===== config.mk =====
export PLATFORM = sky130hd
export DESIGN_NAME = rtp_prep
export DESIGN_NICKNAME = d
export VERILOG_FILES = /design/src/hdl/rtp_pkg.sv /design/src/hdl/rtp_prep.sv
export SDC_FILE = /design/constraint.sdc
export NUM_CORES = 1
export LEC_CHECK = 0
export BUFFER_PORTS_ARGS = -buffer_cell sky130_fd_sc_hd__buf_2
export CORE_MARGIN = 2
export CORE_UTILIZATION = 55
export CTS_BUF_LIST = sky130_fd_sc_hd__clkbuf_4 sky130_fd_sc_hd__clkbuf_8
export CTS_CLUSTER_DIAMETER = 150
export DETAILED_ROUTE_END_ITERATION = 7
export PLACE_DENSITY = 0.82
export SYNTH_ARGS = -nofsm -noshare
export SYNTH_HDL_FRONTEND = slang
export SYNTH_SLANG_ARGS = --single-unit
export TNS_END_PERCENT = 100

===== constraint.sdc =====
create_clock -name i_clk -period 9.57 [get_ports i_clk]
set_clock_uncertainty 0.1 [all_clocks]
set_input_delay 0 -clock i_clk [delete_from_list [all_inputs] [get_ports i_clk]]
set_output_delay 0 -clock i_clk [all_outputs]
set_load 0.02 [all_outputs]

===== src/hdl/rtp_pkg.sv =====
package rtp_pkg;

    localparam int DATA_WIDTH = 16;
    localparam int ITERATIONS = 16;
    localparam int SQRT_STEPS = DATA_WIDTH;
    localparam int NUM_CELLS  = (ITERATIONS > SQRT_STEPS) ? ITERATIONS : SQRT_STEPS;
    localparam int IDX_W      = $clog2(NUM_CELLS);
    localparam int NUM_STAGES = NUM_CELLS + 3;

    localparam int CW      = 64;
    localparam int ZW      = 32;
    localparam int SW      = 2 * DATA_WIDTH + 1;
    localparam int SQ_W    = 2 * DATA_WIDTH;
    localparam int SCALE   = 61 - DATA_WIDTH;
    localparam int MAG_W   = 16;
    localparam int PHASE_W = 17;

    localparam int PHASE_SHIFT = 16;
    localparam int ROUND_HALF  = 1 << (PHASE_SHIFT - 1);

    localparam logic [SW-1:0] SQRT_TOP_BIT = SW'(1) << (2 * (SQRT_STEPS - 1));

    localparam logic signed [PHASE_W-1:0] HALF_PI_UNITS = PHASE_W'(16384);
    localparam logic signed [PHASE_W-1:0] PI_UNITS      = PHASE_W'(32768);

    localparam int ATAN_IDX_W = 5;

    localparam logic signed [ZW-1:0] ATAN_TAB [32] = '{
        536870912, 316933406, 167458907, 85004756, 42667331, 21354465,
        10679838, 5340245, 2670163, 1335087, 667544, 333772, 166886, 83443,
        41722, 20861, 10430, 5215, 2608, 1304, 652, 326, 163, 81, 41, 20,
        10, 5, 2, 1, 0, 0
    };

    typedef struct packed {
        logic re_zero;
        logic im_zero;
        logic re_neg;
        logic im_neg;
    } t_flags;

    typedef struct packed {
        logic signed [CW-1:0] x;
        logic signed [CW-1:0] y;
        logic signed [ZW-1:0] z;
        logic [SW-1:0]        rem;
        logic [SW-1:0]        root;
        t_flags               flags;
    } t_cell_data;

endpackage


===== src/hdl/rtp_prep.sv =====
module rtp_prep (
    input  logic                                   i_clk,
    input  logic                                   i_en_a,
    input  logic                                   i_en_b,
    input  logic signed [rtp_pkg::DATA_WIDTH-1:0]  i_real_part,
    input  logic signed [rtp_pkg::DATA_WIDTH-1:0]  i_imag_part,
    output rtp_pkg::t_cell_data                    o_data
);

    logic [rtp_pkg::DATA_WIDTH-1:0]  abs_re;
    logic [rtp_pkg::DATA_WIDTH-1:0]  abs_im;
    logic signed [rtp_pkg::CW-1:0]   im_ext;
    logic signed [rtp_pkg::CW-1:0]   n_x;
    logic signed [rtp_pkg::CW-1:0]   n_y;
    logic [rtp_pkg::SQ_W-1:0]        n_sq_re;
    logic [rtp_pkg::SQ_W-1:0]        n_sq_im;
    rtp_pkg::t_flags                 n_flags;

    logic [rtp_pkg::SQ_W-1:0]        r_sq_re;
    logic [rtp_pkg::SQ_W-1:0]        r_sq_im;
    logic signed [rtp_pkg::CW-1:0]   r_x;
    logic signed [rtp_pkg::CW-1:0]   r_y;
    rtp_pkg::t_flags                 r_flags;
    rtp_pkg::t_cell_data             n_data;
    rtp_pkg::t_cell_data             r_data;

    always_comb begin
        n_flags.re_zero = (i_real_part == '0);
        n_flags.im_zero = (i_imag_part == '0);
        n_flags.re_neg  = i_real_part[rtp_pkg::DATA_WIDTH-1];
        n_flags.im_neg  = i_imag_part[rtp_pkg::DATA_WIDTH-1];
        abs_re = n_flags.re_neg ? (~i_real_part + 1'b1) : i_real_part;
        abs_im = n_flags.im_neg ? (~i_imag_part + 1'b1) : i_imag_part;
        n_sq_re = rtp_pkg::SQ_W'(abs_re) * rtp_pkg::SQ_W'(abs_re);
        n_sq_im = rtp_pkg::SQ_W'(abs_im) * rtp_pkg::SQ_W'(abs_im);
        im_ext = {{(rtp_pkg::CW - rtp_pkg::DATA_WIDTH){i_imag_part[rtp_pkg::DATA_WIDTH-1]}},
                  i_imag_part};
        n_x = rtp_pkg::CW'(abs_re) << rtp_pkg::SCALE;
        n_y = (n_flags.re_neg ? -im_ext : im_ext) <<< rtp_pkg::SCALE;
    end

    always_ff @(posedge i_clk) begin
        if (i_en_a) begin
            r_sq_re <= n_sq_re;
            r_sq_im <= n_sq_im;
            r_x     <= n_x;
            r_y     <= n_y;
            r_flags <= n_flags;
        end
    end

    always_comb begin
        n_data.x     = r_x;
        n_data.y     = r_y;
        n_data.z     = '0;
        n_data.rem   = rtp_pkg::SW'(r_sq_re) + rtp_pkg::SW'(r_sq_im);
        n_data.root  = '0;
        n_data.flags = r_flags;
    end

    always_ff @(posedge i_clk) begin
        if (i_en_b) begin
            r_data <= n_data;
        end
    end

    assign o_data = r_data;

endmodule


# --- Word level (Yosys, flattened, before mapping) ---
# Index checks and enable logic that the tools add are counted.
classes:
  reduce_logical: 2
  n_bitwise: 2
  add_sub_neg: 4
  mux: 3
  n_mul: 2
ops:
  columns: ["operator", "count"]
  rows:
  - ["$mul 16x16->32", 2]
  - ["$add 32x32->33", 1]
  - ["$add 16x1->16 const B", 2]
  - ["$logic_not 16->1", 2]
  - ["$mux 16", 2]
  - ["$not 16->16", 2]
  - ["$mux 19", 1]
  - ["$neg 16->19", 1]
word_totals:
  out_inout_bits: 230
  ff_bits: 175
  in_bits: 35
  wordCells: 28

# --- Longest topological paths before layout ---
logic_depth:
  word_depth: 4
  mapped_depth: 31
  ltp_nobuf: 29

# --- Worst setup path after synthesis ---
# OpenSTA, ideal clock, no wires.
synth_path:
  path_kind: "input-to-reg"
  start: "input i_real_part[5] (netlist bit)"
  end: "register r_sq_re[30] (netlist bit) (data pin)"
  setup_ps: 264
  slack_ps: 2272
  arrival_ps: 6935
  path_stages: 26
  cell_sequence: "or4_1 -> or2_1 -> or3_1 -> o21ai_1 -> xor2_1 -> inv_2 -> nand2_1 -> fa_1 -> fa_1 -> inv_1 -> fa_1 -> fa_1 -> fa_1 -> inv_1 -> fa_1 -> inv_1 -> ha_1 -> clkbuf_1 -> a21o_1 -> a21o_1 -> a22o_1 -> a311oi_1 -> o21ai_0 -> a31oi_1 -> a31oi_1 -> xor2_1"
synth_between:
  elab_chain_len: 4
synth_lines:
  columns: ["item", "line", "rtl"]
  rows:
  - ["from (decl)", "rtp_prep.sv:5", "input logic signed [rtp_pkg::DATA_WIDTH-1:0] i_real_part,"]
  - ["$not 16->16", "rtp_prep.sv:32", "abs_re = n_flags.re_neg ? (~i_real_part + 1'b1) : i_real_part;"]
  - ["$add 16x1->16", "rtp_prep.sv:32", null]
  - ["$mux 16", "rtp_prep.sv:32", null]
  - ["via abs_re, one bit", "rtp_prep.sv:10", "logic [rtp_pkg::DATA_WIDTH-1:0] abs_re;"]
  - ["$mul 16x16->32", "rtp_prep.sv:34", "n_sq_re = rtp_pkg::SQ_W'(abs_re) * rtp_pkg::SQ_W'(abs_re);"]
  - ["via n_sq_re, one bit", "rtp_prep.sv:15", "logic [rtp_pkg::SQ_W-1:0] n_sq_re;"]
  - ["to (signal assigned)", "rtp_prep.sv:44", "r_sq_re <= n_sq_re;"]
  - ["to (decl)", "rtp_prep.sv:19", "logic [rtp_pkg::SQ_W-1:0] r_sq_re;"]
# The timed path passes the listed nets, and every way through them passes these cells.
# A chain may end at the register's enable or synchronous reset.

# --- Worst setup path in the final report ---
layout_path:
  start: "input i_real_part[0] (netlist bit)"
  end: "register r_sq_re[29] (netlist bit) (data pin)"
# The elaborated chain is that of the path after synthesis.

==> out/qor.txt <==
Top cell type by total area after synthesis - fa_1
Pins Over Slew Limit - 0
DRC viols - 0
Fraction of layout cells with a size suffix above 1 - 6.96%
Buffers on Ports - 106
RSZ-0062 raised after global routing - no
First DRT Iteration DRCs - 948
PnR worst setup slack - 414 ps
Fmax - 109 MHz
Total Routing Usage GR - 24.2%
Fin util - 59.1%
Synth warn - 0
Pre-Repair DR Iteration Count - 5
Initial core utilization - 55.8%
CP Max Fanout - 17
Worst-margin pin slew - 1050 ps
Yosys cell types - 66
Number of global-route vias before repair - 17,200
Overflow after GRT - 0
WP data arrival - 9290 ps
Die Y - 208 um
Worst setup EP type - flop
CTS sink count - 171
H-Tree Depth - 4
Share of the synthesized area in the top cell type - 28.7%
Longest Clk Path Bufs - 2
Post-layout minimum cycle time - 9160 ps
Sum of routed wire segments on met1 - 19,200 um
Global-route wire length before repair - 83,800 um
Cells after Synth - 2,318
Final hold vios - 0
Final TNS setup - 0 ps
Worst path required time - 9700 ps
Routed Antenna Nets - 0
Largest net degree at the start of global routing - 79
Worst-skew pair later-pin latency - 510 ps
Status - finished clean
Finish-stage setup viols - 0
Routability cong. - 0.951
ANT cells - 0
Die X - 208 um
Vias - 16,200
Relative slew slack - 29.7%
HP Class - in2reg
Pre-CTS WS - 699 ps
CTS tree - yes
Register area share after synthesis - 22.5%
Core ar. - 40,900 um^2
Worst-path clk slew - 100 ps
Synth top area cells - fa_1 29%, edfxtp_1 22%, ha_1 12%
DR top layer - met5
Top post-synthesis cells by count - 481 x inv_1, 327 x fa_1, 225 x ha_1
Core Rows - 74
Die area - 43,200 um^2
Vias per inst - 5.38
Area grow syn2layout - 5.87%
Final wirelength - 50,400 um
Max cap viols - 0
Syn Area/Cell - 9.85 um^2
Ys flop type - edfxtp_1
Ports - 265
Critical path startpoint category - primary input
Antenna violations before repair - 2
Crit Path Class - in2reg
DR WL met2 - 25,300 um
Most common cell in the netlist - inv_1
Routed wl met3 - 3770 um
Final HPWL DP - 40,200 um
#FFs+latches synth - 171
Final net count - 3,047
Number of flops mapped to enable cells by yosys - 171
Tcrit/Tclk final - 95.7%
Ys async rst share - 0%
Wirelength per Cell - 16.8 um
Post-synthesis cell area - 22,800 um^2
TritonCTS Buffers - 17
CTS Root Cell - clkbuf_8
## worst max-delay path, cell delays in order
cell and delay (ps):
dlygate4sd3_1 520, buf_2 210, clkinv_1 480, ha_1 470, nand2_1 60, a21boi_1 820, clkinv_1 650, nand2_1 270
inv_1 80, fa_1 480, inv_1 60, fa_1 530, inv_1 50, fa_1 480, fa_1 500, fa_1 500
inv_1 50, fa_1 480, inv_1 40, ha_1 350, a21oi_1 210, o211ai_1 140, o21ba_2 290, nor2_1 90
a311oi_1 750, nor3_1 130, a2111oi_0 440, xnor2_1 150
## sequential cells by signal, indices dropped and copies added, names as in the netlist
| signal | cells |
|---|---|
| o_data | 72 |
| n_data | 4 |
| r_y | 18 |
| r_x | 15 |
| r_sq_im | 31 |
| r_sq_re | 31 |
## timing repair
item / in CTS / in global routing
hold endpoints to repair: 50 / 0
hold buffers: 30 / 0
gates resized for setup: 0 / 0
setup buffers: 0 / 0
## metal layers
metal	GRT usage (%)	vias up
met5	0	-
met3	4.46	152
met4	10.9	4
li1	-	7313
met1	29.6	8021
met2	41.7	687
## through the flow
stage | instance area [um^2] | cells | hold WS, ps
CTS | 24200 | 3005 | 31.3
finish | 24200 | 3005 | 85.5
global route | 24200 | 3005 | 85.3
detailed placement | 23500 | 2943 | 242
floorplan | 23500 | 2485 | -1.13
global placement | 23500 | 2943 | 225
## layout make-up
class                      count  area (um^2)
fill                        3403        16800
multi-input combinational   1620        15100
sequential                   171         5130
inverter                     494         1850
timing repair buffer         156          986
tap                          532          666
clock buffer                  17          234
clock inverter                15          178
## worst paths after layout
check                       from     endpoint  slack (ps)  depth (start not counted)
setup / recovery  i_real_part[0]  r_sq_re[29]         410                         28
hold / removal    i_real_part[3]      r_x[48]          90                          3
setup reg to reg      r_sq_re[3]   o_data[69]        6360                          9
hold reg to reg          r_x[48]  o_data[214]         320                          0
## cells by family (layout without fill, tap and decap cells)
| logic type | count (synthesis) | in the layout | share of synthesized area, % |
|---|---|---|---|
| compound gates | 276 | 276 | 7.65 |
| xor+xnor | 134 | 134 | 5.34 |
| fa+ha+maj | 552 | 552 | 41.0 |
| buf+inv | 694 | 682 | 14.0 |
| flops | 171 | 171 | 22.5 |
| other cells | 2 | 169 | 0.0329 |
| simple gates | 489 | 489 | 9.45 |
## cells in the final DEF (no fill, tap or decap), drive strengths merged, types with 27 or more instances in the layout
cell	Yosys	final
fa	327	327
a21o	41	41
edfxtp	171	171
buf	164	126
ha	225	225
nor2	147	147
nand2	205	205
a21oi	85	85
xor2	44	44
xnor2	90	90
inv	486	493
o21ai	56	56
conb	2	169
dlygate4sd3	0	30
nor3	27	27
Power is not shown: default switching activity piles up to over one toggle a cycle in this logic, so the estimate is an artifact.
