`src/hdl/rtp_pkg.sv`:
```
package rtp_pkg;

    localparam int DATA_WIDTH = 16;
    localparam int ITERATIONS = 16;
    localparam int SQRT_STEPS = DATA_WIDTH;
    localparam int NUM_CELLS  = (ITERATIONS > SQRT_STEPS) ? ITERATIONS : SQRT_STEPS;
    localparam int IDX_W      = $clog2(NUM_CELLS);
    localparam int NUM_STAGES = NUM_CELLS + 3;

    localparam int CW      = 64;
    localparam int ZW      = 32;
    localparam int SW      = 2 * DATA_WIDTH + 1;
    localparam int SQ_W    = 2 * DATA_WIDTH;
    localparam int SCALE   = 61 - DATA_WIDTH;
    localparam int MAG_W   = 16;
    localparam int PHASE_W = 17;

    localparam int PHASE_SHIFT = 16;
    localparam int ROUND_HALF  = 1 << (PHASE_SHIFT - 1);

    localparam logic [SW-1:0] SQRT_TOP_BIT = SW'(1) << (2 * (SQRT_STEPS - 1));

    localparam logic signed [PHASE_W-1:0] HALF_PI_UNITS = PHASE_W'(16384);
    localparam logic signed [PHASE_W-1:0] PI_UNITS      = PHASE_W'(32768);

    localparam int ATAN_IDX_W = 5;

    localparam logic signed [ZW-1:0] ATAN_TAB [32] = '{
        536870912, 316933406, 167458907, 85004756, 42667331, 21354465,
        10679838, 5340245, 2670163, 1335087, 667544, 333772, 166886, 83443,
        41722, 20861, 10430, 5215, 2608, 1304, 652, 326, 163, 81, 41, 20,
        10, 5, 2, 1, 0, 0
    };

    typedef struct packed {
        logic re_zero;
        logic im_zero;
        logic re_neg;
        logic im_neg;
    } t_flags;

    typedef struct packed {
        logic signed [CW-1:0] x;
        logic signed [CW-1:0] y;
        logic signed [ZW-1:0] z;
        logic [SW-1:0]        rem;
        logic [SW-1:0]        root;
        t_flags               flags;
    } t_cell_data;

endpackage

```
`src/hdl/rtp_cell.sv`:
```
module rtp_cell (
    input  logic                       i_clk,
    input  logic                       i_en,
    input  logic [rtp_pkg::IDX_W-1:0]  i_index,
    input  rtp_pkg::t_cell_data        i_data,
    output rtp_pkg::t_cell_data        o_data
);

    logic signed [rtp_pkg::CW-1:0]  xs;
    logic signed [rtp_pkg::CW-1:0]  ys;
    logic [rtp_pkg::SW-1:0]         sq_bit;
    logic [rtp_pkg::SW-1:0]         trial;
    logic [rtp_pkg::SW:0]           diff;
    rtp_pkg::t_cell_data            n_data;
    rtp_pkg::t_cell_data            r_data;

    always_comb begin
        n_data = i_data;
        xs     = i_data.x >>> i_index;
        ys     = i_data.y >>> i_index;
        sq_bit = rtp_pkg::SQRT_TOP_BIT >> {i_index, 1'b0};
        trial  = i_data.root | sq_bit;
        diff   = {1'b0, i_data.rem} - {1'b0, trial};
        if (int'(i_index) < rtp_pkg::ITERATIONS) begin
            if (i_data.y[rtp_pkg::CW-1]) begin
                n_data.x = i_data.x - ys;
                n_data.y = i_data.y + xs;
                n_data.z = i_data.z - rtp_pkg::ATAN_TAB[rtp_pkg::ATAN_IDX_W'(i_index)];
            end else begin
                n_data.x = i_data.x + ys;
                n_data.y = i_data.y - xs;
                n_data.z = i_data.z + rtp_pkg::ATAN_TAB[rtp_pkg::ATAN_IDX_W'(i_index)];
            end
        end
        if (int'(i_index) < rtp_pkg::SQRT_STEPS) begin
            if (!diff[rtp_pkg::SW]) begin
                n_data.rem  = diff[rtp_pkg::SW-1:0];
                n_data.root = (i_data.root >> 1) | sq_bit;
            end else begin
                n_data.root = i_data.root >> 1;
            end
        end
    end

    always_ff @(posedge i_clk) begin
        if (i_en) begin
            r_data <= n_data;
        end
    end

    assign o_data = r_data;

endmodule

```
`config.mk`:
```
export PLATFORM = sky130hd
export DESIGN_NAME = rtp_cell
export DESIGN_NICKNAME = d
export VERILOG_FILES = /design/src/hdl/rtp_pkg.sv /design/src/hdl/rtp_cell.sv
export SDC_FILE = /design/constraint.sdc
export NUM_CORES = 1
export LEC_CHECK = 0
export BUFFER_PORTS_ARGS = -buffer_cell sky130_fd_sc_hd__buf_2
export CAP_MARGIN = 20
export CORE_MARGIN = 3
export CORE_UTILIZATION = 33
export DETAILED_ROUTE_END_ITERATION = 16
export SLEW_MARGIN = 20
export SYNTH_ARGS = -nofsm -noshare
export SYNTH_HDL_FRONTEND = slang
export SYNTH_SLANG_ARGS = --single-unit
```
`constraint.sdc`:
```
create_clock -name i_clk -period 14.85 [get_ports i_clk]
set_input_delay 2.97 -clock i_clk [delete_from_list [all_inputs] [get_ports i_clk]]
set_output_delay 2.97 -clock i_clk [all_outputs]
set_load 0.01 [all_outputs]
```
* After elaboration in Yosys (flattened, before gate mapping)
Memory sizes are Yosys's and may differ from the RTL's.
Index checks and enable logic that the tools add are counted.
** Operators by class
- $add $sub $neg :: 7
- Magnitude comparators :: 1
- Shift-type cells :: 3
- Mux-type cells :: 5
- Bitwise operators :: 3
** Operators by type and width (number)
- $mux 160 :: 1
- $add 64x64->64 :: 2
- $sshr 64x4->64 :: 2
- $sub 64x64->64 :: 2
- $mux 32 :: 3
- $sub 33x33->34 :: 1
- $mux 33 :: 1
- $or 32x33->33 :: 1
- $or 33x33->33 :: 1
- $shr 31x5->33 const A :: 1
- $add 32x32->32 :: 1
- $sub 32x32->32 :: 1
- $ge 6x6->1 const B :: 1
- $not 4->6 :: 1
** Word-level totals
- Register bits after elaboration :: 230
- Bits in read-only memories :: 1024
- Input bits :: 236
- Memories :: 1
** Memories
- (no name shown) :: depth 32, bits a word 32, rd ports 1, clocked after memory_dff 0, write ports 0, line rtp_cell.sv:32 : n_data.z = i_data.z + rtp_pkg::ATAN_TAB[rtp_pkg::ATAN_IDX_W'(i_index)];

* Longest topological paths before layout
- Depth in word-level cells :: 6
- Mapped depth :: 33
- Mapped depth without buffers :: 23

* Worst setup path before layout
OpenSTA, ideal clock, no wires.
- Path kind :: input -> register
- From :: input port i_index[2] (netlist bit)
- To :: register r_data, in the netlist o_data[163] (data pin)
- Arrival :: 9.537 ns
- Required time :: 14.576 ns
- Setup slack :: 5.040 ns
- Stages on the path :: 28
- Path buffers :: 12
- Path through :: buf_2 > buf_2 > clkbuf_1 > buf_2 > buf_1 > buf_1 > clkbuf_1 > clkbuf_1 > buf_1 > clkbuf_1 > clkbuf_1 > nand2_1 > o21ai_0 > ha_1 > and4_1 > nor4bb_1 > buf_2 > and3_1 > a21oi_1 > xnor2_1 > ha_1 > nand2_1 > or4_1 > or3_1 > o21ai_0 > a211oi_1 > o41ai_1 > xor2_1
** RTL lines
- start: declaration :: line rtp_cell.sv:4 : input logic [rtp_pkg::IDX_W-1:0] i_index,
- end signal: assignment :: line rtp_cell.sv:47 : r_data <= n_data;
- end: declaration :: line rtp_cell.sv:15 : rtp_pkg::t_cell_data r_data;

==> impl_metrics.env <==
export IMPL_status="finished clean"
export IMPL_drc_errors=0
export IMPL_die_width_um=301
export IMPL_dieArea_um2=90500
export IMPL_dpl_instance_area_um2=31900
export IMPL_syn_nets=3571
export IMPL_ios=466
export IMPL_synth_xor_area_share_pct=9.84
export IMPL_power_mw=3.62
export IMPL_cp_start_kind="primary input"
export IMPL_yosys_warnings=0
export IMPL_cp_slowest_stage_delay_ns=0.73
export IMPL_end_kind="flop"
export IMPL_async_reset_ff_share_pct=0
export IMPL_hold_start="i_data[2]"
export IMPL_viasPerCell=5.73
export IMPL_clk_pin_slew_ns=0.06
export IMPL_coreArea_um2=85700
export IMPL_powerDensity_nw_per_um2=110
export IMPL_cts_root_buf="clkbuf_16"
export IMPL_synth_top_family_by_area="multiplexers"
export IMPL_critPathSlowestCell="buf_4"
export IMPL_synthSimpleGateAreaFrac_pct=14.4
export IMPL_crit_type="primary input to flop"
export IMPL_ctsHoldBuffers=0
export IMPL_period_share_pct=68.0
export IMPL_largest_reg_flops=229
export IMPL_critPathArrivalTime_ns=10.45
export IMPL_max_cap_viol_count=0
export IMPL_clock_sinks=229
export IMPL_hold_viol=0
export IMPL_gr_total_overflow=0
export IMPL_cp_max_fo=68
export IMPL_path_cells="buf_8 -> buf_4 -> mux4_2 -> o311ai_0 -> nand3_1 -> or4b_1 -> nor3_1 -> and2_0 -> a41oi_1 -> xnor2_1 -> ha_1 -> nand2_1 -> or4_1 -> or3_1 -> o21ai_0 -> a211oi_1 -> o41ai_1 -> xor2_1"
export IMPL_dieHeight_um=301
export IMPL_drtAntennaViolNets=0
export IMPL_grt_pass1_vias=24900
export IMPL_worstMarginPinSlew_ns=1.09
export IMPL_dr_pass1_iters=6
export IMPL_tns_ns=0
export IMPL_grt_max_degree=102
export IMPL_hold_depth=1
export IMPL_cts_setup_buffers=0
export IMPL_rows=107
export IMPL_clock_path_buffers=3
export IMPL_cts_tree="yes"
export IMPL_start_util_pct=33.5
export IMPL_cts_resized=0
export IMPL_synth_seq_cells=229
export IMPL_multiInputGateArea_um2=20700
export IMPL_hold_class="primary input to flop"
export IMPL_synth_edf_count=229
export IMPL_wl_um=104000
export IMPL_synth_top_cell_area_share_pct=24.0
export IMPL_rsz0062_at_grt="false"
export IMPL_grt_pass1_wl_um=153000
export IMPL_stdcell_area_um2=33000
export IMPL_syn_to_final_growth_pct=14.9
export IMPL_dp_hpwl_um=81800
export IMPL_globalplace_congestion=0.934
export IMPL_synth_compound_area_share_pct=18.7
export IMPL_numCtsBuffers=30
export IMPL_antenna_found_initial=29
export IMPL_slew_headroom_pct=26.5
export IMPL_yosys_top_cells_area="edfxtp_1 24%, mux4_2 13%, ha_1 9.2%"
export IMPL_syn_inst=3120
export IMPL_cellLeakagePower_nw=13.5
export IMPL_peakVddDrop_uv=87.6
export IMPL_final_max_slew_viol_count=0
export IMPL_synth_adder_area_share_pct=9.48
export IMPL_seq_area_um2=6880
export IMPL_num_vias=26700
export IMPL_fillCellCount=8785
export IMPL_h_tree_depth=1
export IMPL_period_minus_slack_ns=10.10
export IMPL_ys_flop_type="edfxtp_1"
export IMPL_synthMuxAreaShare_pct=19.5
export IMPL_synth_area_um2=28700
export IMPL_holdPathEnd="o_data[2]"
export IMPL_setup_viol=0
export IMPL_synth_avg_cell_area_um2=9.20
export IMPL_grt_use_total_pct=21.9
export IMPL_yosysSeqAreaShare_pct=24.0
export IMPL_place_port_buffers=464
export IMPL_drt_iter0_drc=3117
export IMPL_netlist_cell_type_count=86
export IMPL_synth_top_area_cell="edfxtp_1"
export IMPL_drive_gt1_share_pct=23.3
export IMPL_finalNetCount=3911
export IMPL_cp_data_required_time_ns=15.20
export IMPL_timing_fmax_ghz=0.0990
export IMPL_wl_per_cell_um=22.3
## cell usage in the layout (no fill, tap or decap), types with 10 or more instances in the layout
master and n:
or3_1 17, a41oi_1 12, ha_1 211, o31ai_1 25, nand2b_1 25, o21a_1 32
mux2i_1 91, nor4_1 10, xnor2_1 193, and3_1 30, o21ai_1 11, mux4_2 171
o31a_1 11, o211ai_1 22, o21bai_1 24, inv_1 94, nand4_1 42, o21ai_0 182
mux2_2 75, a211oi_1 23, buf_4 21, diode_2 25, xor2_1 127, buf_2 458
nand3_1 61, and2_1 14, nor2b_1 31, a21oi_1 302, edfxtp_1 229, nor2_1 204
a31oi_1 57, nand2_1 304, nor3_1 77, or2_2 11, a21o_1 95, clkbuf_16 30
## report_power, final
group          internal [mW]  switching (mW)
logic                  0.746            1.10
clock network          0.461           0.313
registers              0.940          0.0609
## synth_stat cells (all sizes together) (6+ instances only)
library cell / n
and3: 30
a21oi: 303
or2: 12
o31a: 11
a31o: 8
a211oi: 23
a41oi: 12
and4: 6
nor4: 11
o21bai: 24
inv: 96
a221oi: 6
nor2: 204
o211ai: 22
nand2: 304
nor3: 79
o21ai: 193
a21boi: 6
a21o: 95
buf: 79
and2: 16
o311ai: 7
mux2: 75
nand2b: 25
xor2: 127
a31oi: 57
mux2i: 91
edfxtp: 229
o31ai: 25
o22ai: 7
nand3: 62
nand4: 42
clkbuf: 97
ha: 211
o21a: 32
or3: 17
or4: 6
xnor2: 193
mux4: 171
nor2b: 31
## metal layers
| metal | global-route usage [%] | vias to the layer above | share of wire, % |
|---|---|---|---|
| met2 | 31.3 | 1113 | 42 |
| met3 | 4.73 | 171 | 8.8 |
| met4 | 8.73 | 4 | 4.0 |
| met5 | 0 | - | 0.020 |
| met1 | 31.7 | 12800 | 45 |
| li1 | - | 12600 | - |
## area by class of cell
| type | count | area share [%] |
|---|---|---|
| multi-input cells | 2617 | 62.7 |
| flip-flops and latches | 229 | 20.9 |
| repair buffers | 484 | 7.62 |
| well taps | 1144 | 4.34 |
| clock buffers | 35 | 2.33 |
| inverters | 98 | 1.13 |
| clock inverters | 20 | 0.842 |
| diodes | 25 | 0.190 |
## critical path: cells and delay by family
kind                       cells  cell delay, ns
and+or+nand+nor                7            2.95
xor gates and xnor gates       2            0.28
adders and majority gates      1            0.40
buffers and inverters          2            1.22
AOI/OAI and AO/OA              5            1.91
muxes                          1            0.64
## through the flow
stage	utilization (%)	setup slack, ns	hold slack, ns	cells
3_5_place_dp	37.2	4.13	3.15	4572
6_report	38.5	4.75	2.54	4652
5_1_grt	38.5	4.28	2.51	4644
4_1_cts	38.4	4.80	2.49	4627
2_1_floorplan	-	5.04	3.07	3120
3_3_place_gp	37.2	4.25	3.15	4572
## cell families (layout without fill, tap and decap cells)
logic type,Yosys count,in the layout
buffers and inverters,274,637
other,1,26
DFF,229,229
and+or+nand+nor,871,871
AOI/OAI and AO/OA,872,872
adders and majority gates,215,215
xor gates and xnor gates,321,321
muxes,337,337
## worst max path at each step
stage	slack, ns	to	start
floorplan	5.04	o_data[163]	i_index[2]
global placement	4.25	o_data[163]	i_index[0]
detailed placement	4.13	o_data[163]	i_index[0]
CTS	4.80	o_data[163]	i_index[0]
global route	4.28	o_data[163]	i_index[0]
finish	4.75	o_data[163]	i_index[0]
Note: power is estimated with default switching activity, not from simulation.
